`src/rtl/core/rts_pkg.sv`:
```
// Shared types and constants for the rate to seven-segment display encoder.
package rts_pkg;

    localparam int NUM_WIDTH = 32;
    localparam int REM_WIDTH = 14;
    localparam int QUEUE_DEPTH = 4;

    localparam logic [NUM_WIDTH-1:0] RATE_NUMERATOR_RESET = 32'd100000000;
    localparam logic [REM_WIDTH-1:0] DISPLAY_MODULUS = 14'd10000;
    localparam logic [REM_WIDTH-1:0] SCALE_THOUSANDS = 14'd1000;
    localparam logic [REM_WIDTH-1:0] SCALE_HUNDREDS = 14'd100;
    localparam logic [REM_WIDTH-1:0] SCALE_TENS = 14'd10;

    localparam logic [7:0] SEG_BLANK = 8'hFF;
    localparam logic [7:0] SEG_DP_MASK = 8'h7F;
    localparam logic [23:0] WORD_BLANK = 24'hFFFFFF;

    typedef struct packed {
        logic [NUM_WIDTH-1:0] elapsed;
        logic                 zero;
    } rts_req_t;

    typedef struct packed {
        logic empty;
        logic full;
    } queue_stat_t;

    typedef struct packed {
        logic [NUM_WIDTH-1:0] quotient;
        logic                 zero;
    } rts_quot_t;

endpackage

```
`src/rtl/core/rts_div.sv`:
```
// Pipelined restoring divider: one quotient bit per stage, the whole pipe advances together.
module rts_div
    import rts_pkg::*;
(
    input  logic                 clk,
    input  logic                 rst_n,
    input  logic                 adv,
    input  logic                 in_valid,
    input  rts_req_t             in_req,
    input  logic [NUM_WIDTH-1:0] numerator,
    output logic                 out_valid,
    output rts_quot_t            out_quot
);

    localparam int DIV_STAGES = NUM_WIDTH;

    typedef struct packed {
        logic [NUM_WIDTH-1:0] num;
        logic [NUM_WIDTH-1:0] den;
        logic [NUM_WIDTH-1:0] rem;
        logic [NUM_WIDTH-1:0] quo;
        logic                 zero;
    } div_stage_t;

    div_stage_t            stage_reg  [DIV_STAGES];
    div_stage_t            stage_next [DIV_STAGES];
    div_stage_t            src_stage  [DIV_STAGES];
    logic [DIV_STAGES-1:0] valid_reg;

    always_comb
    begin
        src_stage[0].num = numerator;
        src_stage[0].den = in_req.elapsed;
        src_stage[0].rem = '0;
        src_stage[0].quo = '0;
        src_stage[0].zero = in_req.zero;
        for (int s = 1; s < DIV_STAGES; s++)
        begin
            src_stage[s] = stage_reg[s-1];
        end
    end

    // Shift in the next numerator bit, then subtract the divisor when it fits.
    always_comb
    begin
        logic [NUM_WIDTH:0] trial;
        logic [NUM_WIDTH:0] diff;
        logic               fits;
        for (int s = 0; s < DIV_STAGES; s++)
        begin
            trial = {src_stage[s].rem, src_stage[s].num[NUM_WIDTH-1-s]};
            diff = trial - {1'b0, src_stage[s].den};
            fits = !diff[NUM_WIDTH];
            stage_next[s] = src_stage[s];
            stage_next[s].rem = fits ? diff[NUM_WIDTH-1:0] : trial[NUM_WIDTH-1:0];
            stage_next[s].quo[NUM_WIDTH-1-s] = fits;
        end
    end

    always_ff @(posedge clk)
    begin
        if (adv)
        begin
            stage_reg <= stage_next;
        end
    end

    always_ff @(posedge clk or negedge rst_n)
    begin
        if (!rst_n)
        begin
            valid_reg <= '0;
        end
        else if (adv)
        begin
            valid_reg <= {valid_reg[DIV_STAGES-2:0], in_valid};
        end
    end

    assign out_valid = valid_reg[DIV_STAGES-1];
    assign out_quot.quotient = stage_reg[DIV_STAGES-1].quo;
    assign out_quot.zero = stage_reg[DIV_STAGES-1].zero;

endmodule

```
`config.mk`:
```
export PLATFORM = sky130hd
export DESIGN_NAME = rts_div
export DESIGN_NICKNAME = d
export VERILOG_FILES = /design/src/rtl/core/rts_pkg.sv /design/src/rtl/core/rts_div.sv
export SDC_FILE = /design/constraint.sdc
export NUM_CORES = 2
export LEC_CHECK = 0
export BUFFER_PORTS_ARGS = -buffer_cell sky130_fd_sc_hd__clkbuf_2
export CAP_MARGIN = 20
export CORE_UTILIZATION = 58
export CTS_BUF_LIST = sky130_fd_sc_hd__clkbuf_8
export DETAILED_ROUTE_END_ITERATION = 10
export MAX_ROUTING_LAYER = met4
export PLACE_DENSITY = 0.77
export RECOVER_POWER = 25
export SLEW_MARGIN = 5
export SYNTH_ARGS = -nofsm -noshare
export SYNTH_HDL_FRONTEND = slang
export SYNTH_SLANG_ARGS = --single-unit
```
`constraint.sdc`:
```
create_clock -name clk -period 3.6 [get_ports clk]
set_input_delay 0.36 -clock clk [delete_from_list [all_inputs] [get_ports clk]]
set_output_delay 0.36 -clock clk [all_outputs]
set_load 0.1 [all_outputs]
```
After elaboration in Yosys (flattened, before gate mapping)
Index checks and enable logic that the tools add are counted.

$add $sub $neg: 32. Reductions and logical operators: 32. Multiplexer cells: 31.

Operator list (count): subtractor 33 x 32 -> 33 bit (31); two-way mux 32 bit (30); subtractor 1 x 32 -> 33 bit (1); logical NOT 1 bit (32); two-way mux 1 bit (1).

Flip-flop bits (word level): 3072. Input port bits: 69. Output and inout bits: 34.

Depth between registers and ports, before layout
Word-level depth: 2. Mapped depth: 16. Depth with buffers taken out: 15.

Worst setup path after synthesis
OpenSTA, ideal clock, no wires.

Path kind: register -> register. Start: register stage_reg (netlist bit src_stage[1871]). End: register stage_reg (netlist bit src_stage[1725]) (data pin). Stages on the path, launching flop included: 15. Clock period less this slack: 3.695 ns. Library setup time: 0.260 ns. Slack: -0.095 ns. Arrival time: 3.435 ns. Cells stage by stage: edfxtp_1 -> ha_1 -> fa_1 -> nor2b_1 -> o31a_1 -> o41ai_4 -> o311ai_2 -> a31oi_2 -> o21a_1 -> o21ai_1 -> a221o_1 -> a21oi_2 -> xnor2_2 -> buf_2 -> mux2_2.

RTL lines: from (decl) (RTL line rts_div.sv:25) `div_stage_t stage_reg [DIV_STAGES];`; from (signal assigned) (RTL line rts_div.sv:64) `stage_reg <= stage_next;`.

==> reports/metrics.cfg <==
[status]
status=complete, but fails checks
violations=capacitance limit, slew limit, setup timing

[critical_path]
r2r_slack_ns=-0.33
path_class=reg -> reg
start_kind=flop
r2r_cells=16
setup.worst_path.end_class=flop
arrival_ns=4.80
r2r-end=src_stage[954]
cp_max_fo=7
reg2reg_from=src_stage[1097]
crit_required_ns=4.47

[floorplanning]
rows=189
die_area_um2=271000
core_um2=266000
die_h_um=520
initial_core_util_pct=58.6
io_pins=103
die_x_um=520

[synthesis]
synth.distinct_cells=105
synth.yosys.seq_area_share_pct=59.1
synth_edf_count=3040
synth_flop_cell=edfxtp_1
synth_top_area_cell=edfxtp_1
synth_area_leaders=edfxtp_1 (59%), ha_1 (8.0%), mux2_2 (5.5%)
synth_area_um2=156000
synthTopCellsByCount=edfxtp_1 (3040), inv_1 (1199), ha_1 (993)
yosys.area.top_type_share_pct=58.6
yosysMostFrequentCell=edfxtp_1
ys_ff_latch=3072
yosysWarnings=0
synthArstFlopShare_pct=1.04
synthCells=11972
avgSynthCellArea_um2=13.0

[timing]
clock-skew-final_ns=0.0787
worstMarginPinSlew_ns=3.20
period_share_pct=109
setup_viol=682
setup_tns_ns=-103.56
fin_crit_ns=3.93
fmax_mhz=254
rsz0062_at_grt=true
finalWorstSetupSlack_ns=-0.332
hold_viol_final=0
slew_headroom_pct=-114
drv_slew=85

[clock_network]
clkTransAtPathRegs_ns=0.06
numCtsBuffers=520
clkSinkCount=3072
h-tree-depth=6
clk_path_buf_depth=4
cts_root_buf=clkbuf_8
clk_latency_ns=1.19
cts_tree=done

[final_layout]
multi_input_area_um2=63600
fillers=16796
nets=15376
syn_to_final_growth_pct=23.6
final_cells=18211
final_area_um2=193000
largest_register_ffs=3007
regArea_um2=92100
layout-drive-gt1-share_pct=26.9

[grt]
antenna_found_initial=8
grt_pass1_wl_um=575000
grt_pass1_vias=107308
grt_start_max_net_pins=132
grt_util_all_layers_pct=27.6
grt_overflow=0

[routing]
wire_per_inst_um=20.6
drcViolationCount=0
dr.pass1.iters=10
drtIter0Drc=7634
wirelength_um=376000
antenna_left=0
vias_per_cell=5.80
vias=105550

[power_and_ir_drop]
vdd_drop_max_mv=0.698
power_density_nw_per_um2=1020
p_leak_nw=81.7
power_mw=197

[place]
post-dp-hpwl_um=251000
routabilityCongestion=0.993
numPortBuffers=102
dpl_cell_area_um2=171000
place_ws_ns=-0.774
place_inst=16682

[hold_path]
min_to=src_stage[3903]
hp-start=numerator[31]
hold_depth=5
hp-class=in -> reg

[flow_run]
cap_violations=2

==> worst max-delay path by stage <==
stage / from / endpoint / slack (ns) / depth (start not counted)
final: src_stage[1097] / src_stage[954] / -0.33 / 16
after global routing: src_stage[3806] / src_stage[3661] / -0.49 / 16
after CTS: src_stage[1840] / src_stage[1727] / -0.39 / 16
after detailed placement: src_stage[3419] / src_stage[3287] / -0.77 / 15
after global placement: src_stage[3419] / src_stage[3288] / -0.81 / 15
after floorplan: src_stage[2645] / src_stage[2488] / -0.03 / 14
==> layout by cell type (no fill, tap or decap), types with 161 or more instances in the layout <==
cell / n
a21o_1: 498
a21oi_1: 779
buf_4: 1492
clkbuf_8: 530
edfxtp_1: 3040
ha_1: 934
inv_1: 1299
mux2_2: 308
mux2_4: 534
nand2_1: 465
nand3_1: 166
nor2_1: 492
o21a_1: 161
o21ai_0: 392
xnor2_1: 518
xor2_1: 287
==> routing by layer <==
metal	share of wire, %	vias to the layer above	GRT usage [%]
li1	-	49391	-
met1	39	51337	31.6
met2	51	3577	48.1
met3	4.7	1245	3.64
met4	5.0	0	13.1
met5	0	-	-
==> cells by family after synthesis <==
group           share of synthesized area [%]
compound gates                           11.5
xor+xnor                                 4.72
fa+ha+maj                                8.36
buf+inv                                  3.63
flops                                    59.1
mux                                      6.59
other cells                           0.00241
simple gates                             6.06
==> cell type report <==
type | count | share of cell area (%)
Sequential cell | 3072 | 47.8
Multi-Input combinational cell | 7469 | 33.0
Timing Repair Buffer | 2021 | 9.55
Clock buffer | 530 | 3.79
Inverter | 1200 | 2.34
Tap cell | 3533 | 2.29
Clock inverter | 377 | 1.23
Antenna cell | 9 | 0.0117
==> critical path: stages, from the launching register on <==
cell	delay (ns)
edfxtp_1	0.43
ha_4	0.19
fa_2	0.36
nor2b_2	0.12
o21a_1	0.17
o21ai_2	0.10
a21oi_4	0.24
a41oi_4	0.19
o31ai_4	0.29
o31a_1	0.23
a41oi_2	0.14
a31oi_1	0.19
buf_4	0.16
xor2_4	0.18
buf_6	0.17
buf_12	0.16
mux2_4	0.31
==> metrics by stage <==
stage | hold slack, ns | utilization [%]
after global routing | 0.248 | 72.4
after floorplan | 0.0644 | -
final | 0.251 | 72.4
after detailed placement | 0.405 | 64.2
after global placement | 0.400 | 64.2
after CTS | 0.0819 | 71.3
==> repair_timing <==
action                                 CTS  global route
hold buffers                           135             0
setup endpoints to repair              976           970
setup buffers                          287           171
pin swaps                              279           259
resized for setup                      930           536
cloned                                  75            14
endpoints found under the hold margin  545             0
==> where the power goes <==
part | internal [mW] | total, mW | switching, mW
Sequential | 52.2 | 58.3 | 6.08
Combinational | 59.0 | 109 | 50.3
Clock | 15.1 | 29.5 | 14.4
(Power assumes the default switching activity.)
