--- config.mk ---
export PLATFORM = sky130hd
export DESIGN_NAME = rts_front
export DESIGN_NICKNAME = d
export VERILOG_FILES = /design/src/rtl/core/rts_pkg.sv /design/src/rtl/core/rts_front.sv
export SDC_FILE = /design/constraint.sdc
export NUM_CORES = 1
export LEC_CHECK = 0
export BUFFER_PORTS_ARGS = -buffer_cell sky130_fd_sc_hd__buf_2
export CAP_MARGIN = 20
export CORE_MARGIN = 4
export CORE_UTILIZATION = 52
export CTS_CLUSTER_SIZE = 12
export DETAILED_ROUTE_END_ITERATION = 12
export PLACE_DENSITY = 0.7
export SYNTH_ARGS = -nofsm -noshare
export SYNTH_HDL_FRONTEND = slang
export SYNTH_SLANG_ARGS = --single-unit
--- constraint.sdc ---
create_clock -name clk -period 3.5 [get_ports clk]
set_clock_uncertainty 0.2 [all_clocks]
set_input_delay 0.175 -clock clk [delete_from_list [all_inputs] [get_ports clk]]
set_output_delay 0.175 -clock clk [all_outputs]
set_load 0.02 [all_outputs]
--- src/rtl/core/rts_pkg.sv ---
// Shared types and constants for the rate to seven-segment display encoder.
package rts_pkg;

    localparam int NUM_WIDTH = 32;
    localparam int REM_WIDTH = 14;
    localparam int QUEUE_DEPTH = 4;

    localparam logic [NUM_WIDTH-1:0] RATE_NUMERATOR_RESET = 32'd100000000;
    localparam logic [REM_WIDTH-1:0] DISPLAY_MODULUS = 14'd10000;
    localparam logic [REM_WIDTH-1:0] SCALE_THOUSANDS = 14'd1000;
    localparam logic [REM_WIDTH-1:0] SCALE_HUNDREDS = 14'd100;
    localparam logic [REM_WIDTH-1:0] SCALE_TENS = 14'd10;

    localparam logic [7:0] SEG_BLANK = 8'hFF;
    localparam logic [7:0] SEG_DP_MASK = 8'h7F;
    localparam logic [23:0] WORD_BLANK = 24'hFFFFFF;

    typedef struct packed {
        logic [NUM_WIDTH-1:0] elapsed;
        logic                 zero;
    } rts_req_t;

    typedef struct packed {
        logic empty;
        logic full;
    } queue_stat_t;

    typedef struct packed {
        logic [NUM_WIDTH-1:0] quotient;
        logic                 zero;
    } rts_quot_t;

endpackage

--- src/rtl/core/rts_front.sv ---
// Front end: takes requests, flags a zero elapsed time and queues them for the divider.
module rts_front
    import rts_pkg::*;
(
    input  logic                 clk,
    input  logic                 rst_n,
    input  logic                 in_valid,
    output logic                 in_ready,
    input  logic [NUM_WIDTH-1:0] elapsed_us,
    input  logic                 pop,
    output rts_req_t             head,
    output queue_stat_t          stat
);

    localparam int PTR_W = $clog2(QUEUE_DEPTH);

    rts_req_t         queue_reg [QUEUE_DEPTH];
    logic [PTR_W-1:0] wr_ptr_reg;
    logic [PTR_W-1:0] wr_ptr_next;
    logic [PTR_W-1:0] rd_ptr_reg;
    logic [PTR_W-1:0] rd_ptr_next;
    logic [PTR_W:0]   count_reg;
    logic [PTR_W:0]   count_next;
    logic             push;
    rts_req_t         push_req;

    assign in_ready = (count_reg != (PTR_W + 1)'(QUEUE_DEPTH));
    assign push = in_valid && in_ready;
    assign stat.empty = (count_reg == '0);
    assign stat.full = !in_ready;
    assign head = queue_reg[rd_ptr_reg];

    always_comb
    begin
        push_req.elapsed = elapsed_us;
        push_req.zero = (elapsed_us == '0);
        wr_ptr_next = push ? wr_ptr_reg + 1'b1 : wr_ptr_reg;
        rd_ptr_next = pop ? rd_ptr_reg + 1'b1 : rd_ptr_reg;
        unique case ({push, pop})
            2'b10:   count_next = count_reg + 1'b1;
            2'b01:   count_next = count_reg - 1'b1;
            default: count_next = count_reg;
        endcase
    end

    always_ff @(posedge clk)
    begin
        if (push)
        begin
            queue_reg[wr_ptr_reg] <= push_req;
        end
    end

    always_ff @(posedge clk or negedge rst_n)
    begin
        if (!rst_n)
        begin
            wr_ptr_reg <= '0;
            rd_ptr_reg <= '0;
            count_reg  <= '0;
        end
        else
        begin
            wr_ptr_reg <= wr_ptr_next;
            rd_ptr_reg <= rd_ptr_next;
            count_reg  <= count_next;
        end
    end

endmodule

# After elaboration in Yosys (flattened, before gate mapping)
# Memories as Yosys holds them, arrays and structs flattened.
# Cells that the tools add are included.
[totals]
n_memories = 1
wordCells = 19
ff_bits = 7
ramBits = 132
in_bits = 36
out_inout_bits = 36
[memory_table]
columns = ["name", "words", "word_bits", "read_ports", "rd_ports_with_merged_regs", "wr", "line_no", "text"]
rows = [
  ["queue_reg", 4, 33, 1, 0, 1, "rts_front.sv:17", "rts_req_t queue_reg [QUEUE_DEPTH];"],
]
[op_classes]
n_eq_ne = 3
muxes = 3
reduce_logical = 5
addsub = 4
[ops]
columns = ["cell", "n"]
rows = [
  ["$logic_not A32 Y1", 1],
  ["$pmux W3 S2", 1],
  ["$add A2 B1 Y2 const B", 2],
  ["$add A3 B1 Y3 const B", 1],
  ["$logic_not A3 Y1", 1],
  ["$ne A3 B3 Y1 const B", 1],
  ["$sub A3 B1 Y3 const B", 1],
  ["$eq A2 B1 Y1 const B", 1],
  ["$eq A2 B2 Y1 const B", 1],
  ["$mux W1", 2],
  ["$reduce_bool A2 Y1", 1],
  ["$logic_and A1 B1 Y1", 1],
  ["$logic_not A1 Y1", 1],
]

# Depth between registers and ports, before layout
[logic_depth]
depth_word = 4
depth_mapped = 11
depth_no_buf = 11

# Worst setup path before layout
# Ideal clock, no wire load.
[synth_timing]
path_kind = "flip-flop to flip-flop"
start = "register count_reg[0]"
end = "memory queue_reg[0][0] in the netlist's numbering (enable)"
path_slack_ps = 1034
setup_ps = 393
t_required_ps = 2907
synth_period_minus_slack_ps = 2466
path_buffers = 0
t_arrival_ps = 1873
stages_incl_launch_ff = 6
cell_sequence = "dfrtp_1 > inv_1 > nand3_1 > inv_1 > nor2b_4 > and2_1"
[synth_between]
elab_chain_len = 4
[synth_lines]
columns = ["item", "line_no", "text"]
rows = [
  ["from (decl)", "rts_front.sv:22", "logic [PTR_W:0] count_reg;"],
  ["from (signal assigned)", "rts_front.sv:66", "count_reg <= count_next;"],
  ["$ne A3 B3 Y1", "rts_front.sv:27", "assign in_ready = (count_reg != (PTR_W + 1)'(QUEUE_DEPTH));"],
  ["named net in_ready", "rts_front.sv:8", "output logic in_ready,"],
  ["$logic_and A1 B1 Y1", "rts_front.sv:28", "assign push = in_valid && in_ready;"],
  ["$mux W1", "rts_front.sv:48", "if (push)"],
  ["$mux W1 (not written as such)", "rts_front.sv:50", "queue_reg[wr_ptr_reg] <= push_req;"],
  ["to (decl)", "rts_front.sv:17", ""],
]
# The timed path passes the listed nets, and every way through them passes these cells.

==> results.md <==
- Critical Path RT: 3.12 ns
- Leak: 2.43 nW
- Clk pwr share: 32.8%
- Final min period: 2.73 ns
- CP startpoint: rd_ptr_reg[0]
- Routability cong.: 0.662
- Clock Sinks: 139
- Initial antenna violation count: 0
- Fin. Hold Viols: 0
- Comb power frac: 28.1%
- Ys async rst share: 5.04%
- Clk slew on worst S/H paths: 0.06 ns
- HPWL Detailed: 5600 um
- FP Rows: 36
- Vias in the first global route: 2827
- Clock Tree Buf Depth: 2
- Internal Power: 4.24 mW
- Max_slew headroom: 40.1%
- Post-synthesis average cell area: 24.0 sq um
- Nets: 384
- Highest clock rate: 0.367 GHz
- Cell Area, Synth: 5300 sq um
- Worst stage delay on the critical path: 0.78 ns
- DR vias/cell: 5.46
- Max FO, Critical Path: 19
- Period utilisation layout: 77.9%
- Pwr Density: 890 nW/um^2
- Cell family contributing the most delay on the critical path: flip-flops
- Fin Setup TNS: 0 ns
- Share of layout cells above drive strength 1: 39.7%
- Final setup vio count: 0
- FF-to-FF Start: count_reg[0]
- Status: complete, no violations
- Total Wirelength: 9890 um
- DIE WIDTH: 109 um
- Sequential-to-total area share from yosys stat: 78.1%
- Syn-to-layout area delta: 28.2%
- H-tree levels: 4
- Antenna cells: 0
- RSZ-0062 raised after global routing: no
- Max reg flops: 132
- Primary FF master, synth: edfxtp_1
- CP Capture Type: output pin
- Hold path start: elapsed_us[31]
- EDFF count, synth: 132
- Drc violations: 0
- Die area: 11900 sq um
- Utilization after layout: 68.8%
- Via Count: 2663
- Initial DRC Count: 114
- Gate count of the mapped netlist: 221
- Clk root buf: clkbuf_8
- Routed wire per std cell: 20.3 um
- Gr usage total: 18.7%
- CTS tree: built
- Worst VDD drop: 0.000471 V
- Top-level port count: 72
- Initial Util: 53.7%
- Worst path bufs/invs: 2
- Sw Share: 29.9%
- Crit path kind: reg2out
- Ys Warns: 0
- Pre-Repair DR Iteration Count: 4
- Max-slew violations: 0
- Crit-path slowest cell: dfrtp_2
- Max-cap viol count: 0
- First-pass GRT wire length: 15600 um
- Worst path cell trace: buf_12 -> mux4_1 -> buf_2
- TritonCTS buffer count: 17
- Port buffer count: 71
- Latest clock arrival within the worst-skew pair: 0.54 ns
- Yosys reg bits: 139
- Final ANT Viol Nets: 0
- Hold Path Class: in2reg
- Net Sw Power: 1.81 mW
- Worst slew pin tran: 0.898 ns
- Largest net degree at the start of global routing: 34
- Setup crit start kind: flip-flop
- Core area: 9860 sq um
- Die H: 109 um
- GR Overflow Total: 0
- Flop pwr share: 39.2%
- Post-synthesis cell type count: 22
- Syn Nets: 263
- Critical Path AT: 2.35 ns
## layout make-up
cell class	count	area (sq um)
Tap cell	133	166
Clock buffer	17	414
Timing Repair Buffer	110	751
Fill cell	616	3070
Sequential cell	139	4140
Multi-Input combinational cell	67	1050
Inverter	7	26.3
Clock inverter	15	248
## power by group through the flow
stage               clock, mW  sequential [mW]  combinational [mW]
floorplan                   0             2.30                1.31
finish                   1.98             2.37                1.70
detailed placement          0             2.40                1.69
global placement            0             2.38                1.67
CTS                      2.00             2.38                1.74
global route             2.08             2.41                1.82
## through the flow
| stage | worst slack [ns] | cell area [sq um] | hold slack, ns | power, mW | instances |
|---|---|---|---|---|---|
| finish | 0.774 | 6790 | 0.209 | 6.04 | 488 |
| global placement | 1.30 | 5770 | -0.175 | 4.06 | 420 |
| floorplan | 1.03 | 5300 | -0.321 | 3.61 | 221 |
| global route | 0.620 | 6790 | 0.207 | 6.31 | 488 |
| CTS | 0.704 | 6790 | 0.188 | 6.11 | 488 |
| detailed placement | 1.25 | 5770 | -0.172 | 4.09 | 420 |
## path summary, 6_finish.rpt
| kind | endpoint | slack (ns) | cells past startpoint |
|---|---|---|---|
| worst max register to register | queue_reg[2][22] | 1.29 | 5 |
| worst max-delay path | head[2] | 0.77 | 3 |
| min in group asynchronous | count_reg[0] | 0.40 | 3 |
| worst min-delay path | queue_reg[0][32] | 0.21 | 2 |
| max in group asynchronous | rd_ptr_reg[0] | 2.41 | 3 |
| worst min register to register | count_reg[2] | 0.30 | 1 |
## layer usage
metal  up-vias  part of all wire [%]  wire (um)  track usage (%)
met1      1385                    43       4220             25.1
met3        19                   6.1        602             5.51
met2        92                    49       4890             28.7
met5         -                     0          0                0
li1       1167                     -          -                -
met4         0                   1.8        181             8.12
## cell families after synthesis
kind of cell,share of synthesized area [%]
XOR/XNOR,0.992
AND/OR/NAND/NOR,2.31
multiplexers,14.8
flip-flops,78.1
buffers and inverters,2.22
adder cells (fa/ha/maj),1.56
## cell usage after synthesis, types with 2 or more instances
master	instances	area [sq um]
edfxtp_1	132	3960
mux4_2	28	631
nor4_1	8	50.1
dfrtp_1	7	175
inv_1	7	26.3
ha_1	5	62.6
mux4_1	5	131
and2_1	4	25.0
buf_2	4	20.0
buf_12	3	60.1
xnor2_1	3	26.3
xor2_1	3	26.3
nand4_1	2	12.5
nor2_1	2	7.51
## repair_timing
action	CTS	global route
hold endpoints to repair	145	0
buffers inserted	0	0
gates resized for setup	0	0
hold buffers	36	0
## cells in the final DEF, fill, tap and decap left out, drive strengths merged
master and n:
edfxtp 132, buf 74, dlygate4sd3 36, mux4 33, clkbuf 17, nor4 8
inv 7, dfrtp 7, bufinv 6, clkinv 6, ha 5, and2 4
xnor2 3, xor2 3, clkinvlp 3, nand4 2, nor2 2, nand3 1
nor2b 1, nor3 1, mux2i 1, mux2 1, nand2 1, fa 1
(Power assumes the default switching activity.)
